`config.mk`:
```
export PLATFORM = sky130hd
export DESIGN_NAME = acpu_ram
export DESIGN_NICKNAME = d
export VERILOG_FILES = /design/src/rtl/assert_macros.svh /design/src/rtl/acpu_ram.sv
export SDC_FILE = /design/constraint.sdc
export NUM_CORES = 2
export LEC_CHECK = 0
export BUFFER_PORTS_ARGS = -buffer_cell sky130_fd_sc_hd__buf_2
export CAP_MARGIN = 20
export CORE_UTILIZATION = 45
export CTS_CLUSTER_DIAMETER = 40
export DETAILED_ROUTE_END_ITERATION = 10
export SKIP_CTS_REPAIR_TIMING = 1
export SLEW_MARGIN = 10
export SYNTH_ARGS = -nofsm -noshare
export SYNTH_HDL_FRONTEND = slang
export SYNTH_SLANG_ARGS = --single-unit
export TNS_END_PERCENT = 10
```
`constraint.sdc`:
```
create_clock -name clk_i -period 4.7 [get_ports clk_i]
set_input_delay 0.94 -clock clk_i [delete_from_list [all_inputs] [get_ports clk_i]]
set_output_delay 0.94 -clock clk_i [all_outputs]
set_load 0.03 [all_outputs]
```
`src/rtl/assert_macros.svh`:
```
// Assertion helpers shared by the RTL. Both sample on clk_i and are
// disabled while rst_ni is low.
`ifndef ASSERT_MACROS_SVH
`define ASSERT_MACROS_SVH

// Check that a property holds at every clock edge out of reset.
`define ACPU_ASSERT(name, prop) \
  name: assert property (@(posedge clk_i) disable iff (!rst_ni) prop) \
    else $error("acpu assertion failed");

// Check that a condition never holds at a clock edge out of reset.
`define ACPU_ASSERT_NEVER(name, expr) \
  `ACPU_ASSERT(name, !(expr))

`endif

```
`src/rtl/acpu_ram.sv`:
```
module acpu_ram #(
  parameter int unsigned WIDTH = 8,
  parameter int unsigned DEPTH = 256
) (
  input  logic                     clk_i,
  input  logic                     we_i,
  input  logic [$clog2(DEPTH)-1:0] waddr_i,
  input  logic [WIDTH-1:0]         wdata_i,
  input  logic                     re_i,
  input  logic [$clog2(DEPTH)-1:0] raddr_i,
  output logic [WIDTH-1:0]         rdata_o
);

  logic [WIDTH-1:0] mem_q [DEPTH];
  logic [WIDTH-1:0] rdata_q;

  // Write and read ports; a read of the same entry in the same cycle sees the old data
  always_ff @(posedge clk_i) begin
    if (we_i) begin
      mem_q[waddr_i] <= wdata_i;
    end
    if (re_i) begin
      rdata_q <= mem_q[raddr_i];
    end
  end

  assign rdata_o = rdata_q;

endmodule

```
Yosys cells after proc, flatten, opt, wreduce, memory -nomap -nowiden
Memory sizes are Yosys's and may differ from the RTL's. A register that Yosys moved wholly into a read port is not among the register bits.
Index checks and enable logic that the tools add are counted.
{"block": "totals", "reg_bits": 0, "mem_count": 1, "ramBits": 2048, "inputBits": 27, "elab_cells": 3}
{"memory": "mem_q", "words": 256, "width": 8, "rd": 1, "rd_clocked_by_memory_dff": 1, "wr": 1, "line_no": "acpu_ram.sv:14", "text": "logic [WIDTH-1:0] mem_q [DEPTH];"}
{"block": "classes", "mux": 2}
{"op": "2-to-1 mux 1 bit", "n": 2}

Logic depth before layout (Yosys ltp)
{"block": "depth", "word_depth": 2, "ltp_mapped": 11, "mapped_depth_nobuf": 6}

Least setup slack after synthesis
No wires, ideal clock.
{"block": "synth_path", "path_kind": "input to register", "from": "input raddr_i[0]", "to": "register rdata_q[2], in the netlist rdata_o[2], read port of mem_q, data pin", "slack_ps": 1684, "t_arrival_ps": 2747, "t_required_ps": 4431, "path_stages": 9, "cell_sequence": "buf_6 -> buf_12 -> buf_8 -> buf_2 -> mux4_2 -> a22oi_1 -> a21oi_1 -> nor4_1 -> nor4_2"}
{"element": "from (decl)", "line_no": "acpu_ram.sv:10", "text": "input logic [$clog2(DEPTH)-1:0] raddr_i,"}
{"element": "to (decl)", "line_no": "acpu_ram.sv:15", "text": "logic [WIDTH-1:0] rdata_q;"}

==> reports/metrics.csv <==
stage;metric;value;unit
outcome;status;finished clean;
yosys;synth.distinct_cells;54;
routing;wire_per_inst;30.8;um
cts;clk_pin_slew_worst_paths;0.06;ns
die;coreArea;176000;um^2
yosys;syn-cell-area;79600;um^2
yosys;syn-num-nets;3760;
yosys;synth_common_cells;edfxtp_1 (2,056), mux4_2 (454), nor2_1 (282), mux2i_1 (134), a22oi_1 (133);
timing;hold_viol_final;0;
global_routing;grt.total_usage;22.6;%
worst_setup_path;crit_fanout;27;
cts;cts_tree;yes;
timing;drv_slew;0;
yosys;synth_top_area_share;77.5;%
timing;clock.fmax;276;MHz
timing;finalCritPeriodShare;77.1;%
worst_setup_path;critical_path_class;in -> reg;
worst_setup_path;endpoint_kind;flop;
die;die_w;423;um
global_routing;grt_pass1_wl;290000;um
die;ios;35;
global_routing;grt_pass1_vias;39700;
place;place_congestion;0.832;
yosys;synth_top_area_cell;edfxtp_1;
pwr;p_leak;28.8;nW
layout;drive_gt1_share;26.2;%
routing;antenna_left;0;
place;place_hpwl;123000;um
worst_setup_path;r2r_cells;6;
routing;drt_wl_total;201000;um
routing;drtPass1Iterations;5;
worst_setup_path;start_kind;input port;
timing;finalSetupTns;0;ns
flow_run;cap_violations;0;
timing;setup_viol;0;
layout;areaGrowthSynthToFinish;15.7;%
yosys;yosysMostFrequentCell;edfxtp_1;
yosys;synth_seq_area_share;77.5;%
pwr;vdd_drop_max;0.333;mV
cts;cts_buffers;279;
global_routing;grt_max_degree;170;
timing;grt_setup_unrepaired;no;
yosys;ys_ff_latch;2056;
worst_setup_path;ff2ff_setup_slack;1.48;ns
die;rows;154;
cts;clock-root-buffer;clkbuf_16;
cts;clock_latency;0.90;ns
cts;cts_max_level;5;
yosys;syn_inst;3733;
layout;final_nets;4014;
timing;maxSlewHeadroom;20.3;%
yosys;synthFlopType;edfxtp_1;
routing;drt-initial-drc-count;4342;
die;dieArea;179000;um^2
routing;vias;39500;
yosys;synth_enable_flop_cells;2056;
layout;nFillCells;13600;
timing;clock_skew;0.0653;ns
pwr;power_density;464;nW/um^2
timing;worst_slew_pin_slew;1.20;ns
yosys;async_flop_share;0;%
place;pre_cts_slack;0.169;ns
worst_setup_path;critical_path_required;5.32;ns
min_path;hold_depth;1;
routing;avgViaCountPerCell;6.04;
yosys;yosys_warnings;0;
timing;setup_slack;1.07;ns
routing;drc;0;
worst_setup_path;timing.critical_path.arrival;4.24;ns
cts;clockBufferDepth;4;
place;io_buffers;34;
die;start_util;45.3;%
yosys;syn_avg_cell_area;21.3;um^2
die;die_h;423;um
cts;clock-sinks;2056;
global_routing;grt_antenna_before_repair;6;
global_routing;grt-ovfl-total;0;
yosys;ys_top_cells_by_area;edfxtp_1 (78%), mux4_2 (13%), mux2i_1 (1.7%);
min_path;hp-class;in -> reg;
timing;fin_crit;3.63;ns
cell type report:
| type | instances | area (um^2) | area share (%) |
|---|---|---|---|
| clock inverter | 160 | 1780 | 1.93 |
| tap | 2340 | 2930 | 3.18 |
| multi-input combinational | 1442 | 16500 | 17.9 |
| sequential | 2056 | 61700 | 67.0 |
| timing repair buffer | 206 | 1950 | 2.12 |
| clock buffer | 318 | 7260 | 7.87 |
| antenna | 3 | 7.51 | 0.00815 |
| inverter | 2 | 7.51 | 0.00815 |
cells by family (layout without fill, tap and decap cells):
kind of cell	count (synthesis)	in the layout	synth area share (%)
AND/OR/NAND/NOR	466	466	2.63
other	0	3	0
multiplexers	591	591	14.6
buffers and inverters	235	686	1.83
flip-flops	2056	2056	77.5
AO/OA/AOI/OAI	385	385	3.42
cells in the final DEF (no fill, tap or decap), types with 29 or more instances in the layout:
cell type / n
o221ai_1: 46
clkbuf_1: 33
buf_12: 31
clkinv_1: 31
clkinv_2: 30
mux2i_1: 134
edfxtp_1: 2056
bufinv_16: 29
clkbuf_16: 285
nor2_1: 279
a21oi_1: 96
a22oi_1: 133
nand3_1: 31
mux4_2: 454
buf_4: 143
nand2_1: 33
registers in the layout (all words and copies together) (netlist names):
register	count
mem_q	2048
rdata_o	8
worst max-delay path, stage by stage:
cell	delay, ns
buf_8	0.35
buf_12	0.29
buf_12	0.22
mux4_2	0.51
nor2b_1	0.14
a211oi_1	0.45
buf_4	0.21
nor3_1	0.05
nor4_1	0.71
buf_4	0.24
nor4_1	0.05
path summary, 6_finish.rpt:
kind                           from                      to
max                      raddr_i[0]    rdata_o[4]$_DFFE_PP_
min reg2reg  mem_q[54][0]$_DFFE_PP_    rdata_o[0]$_DFFE_PP_
min                      wdata_i[5]  mem_q[25][5]$_DFFE_PP_
max reg2reg  mem_q[25][5]$_DFFE_PP_    rdata_o[5]$_DFFE_PP_
metrics by stage:
| stage | util [%] | instances | total power [mW] | instance area, um^2 | hold slack [ns] |
|---|---|---|---|---|---|
| 2_1_floorplan | - | 3733 | 21.6 | 79600 | 0.864 |
| 3_3_place_gp | 47.2 | 6044 | 22.5 | 83100 | 1.14 |
| 3_5_place_dp | 47.2 | 6044 | 22.5 | 83100 | 1.13 |
| 4_1_cts | 52.4 | 6522 | 43.0 | 92100 | 0.434 |
| 5_1_grt | 52.4 | 6525 | 43.8 | 92200 | 0.450 |
| 6_report | 52.4 | 6527 | 42.8 | 92200 | 0.479 |
where the power goes:
| part | total [mW] | switching [mW] | leakage, nW | internal, mW |
|---|---|---|---|---|
| sequential | 20.2 | 0.0157 | 18.5 | 20.2 |
| clock | 20.6 | 7.88 | 4.38 | 12.8 |
| combinational | 1.89 | 1.24 | 5.94 | 0.656 |
routing by layer:
metal / wire, um / share of wire [%] / vias up / track usage (%)
li1: - / - / 16300 / -
met1: 84400 / 42 / 21200 / 32.4
met2: 95800 / 48 / 1637 / 35.2
met3: 14800 / 7.4 / 369 / 4.15
met4: 5990 / 3.0 / 0 / 6.91
met5: 0 / 0 / - / 0
(Power assumes the default switching activity.)
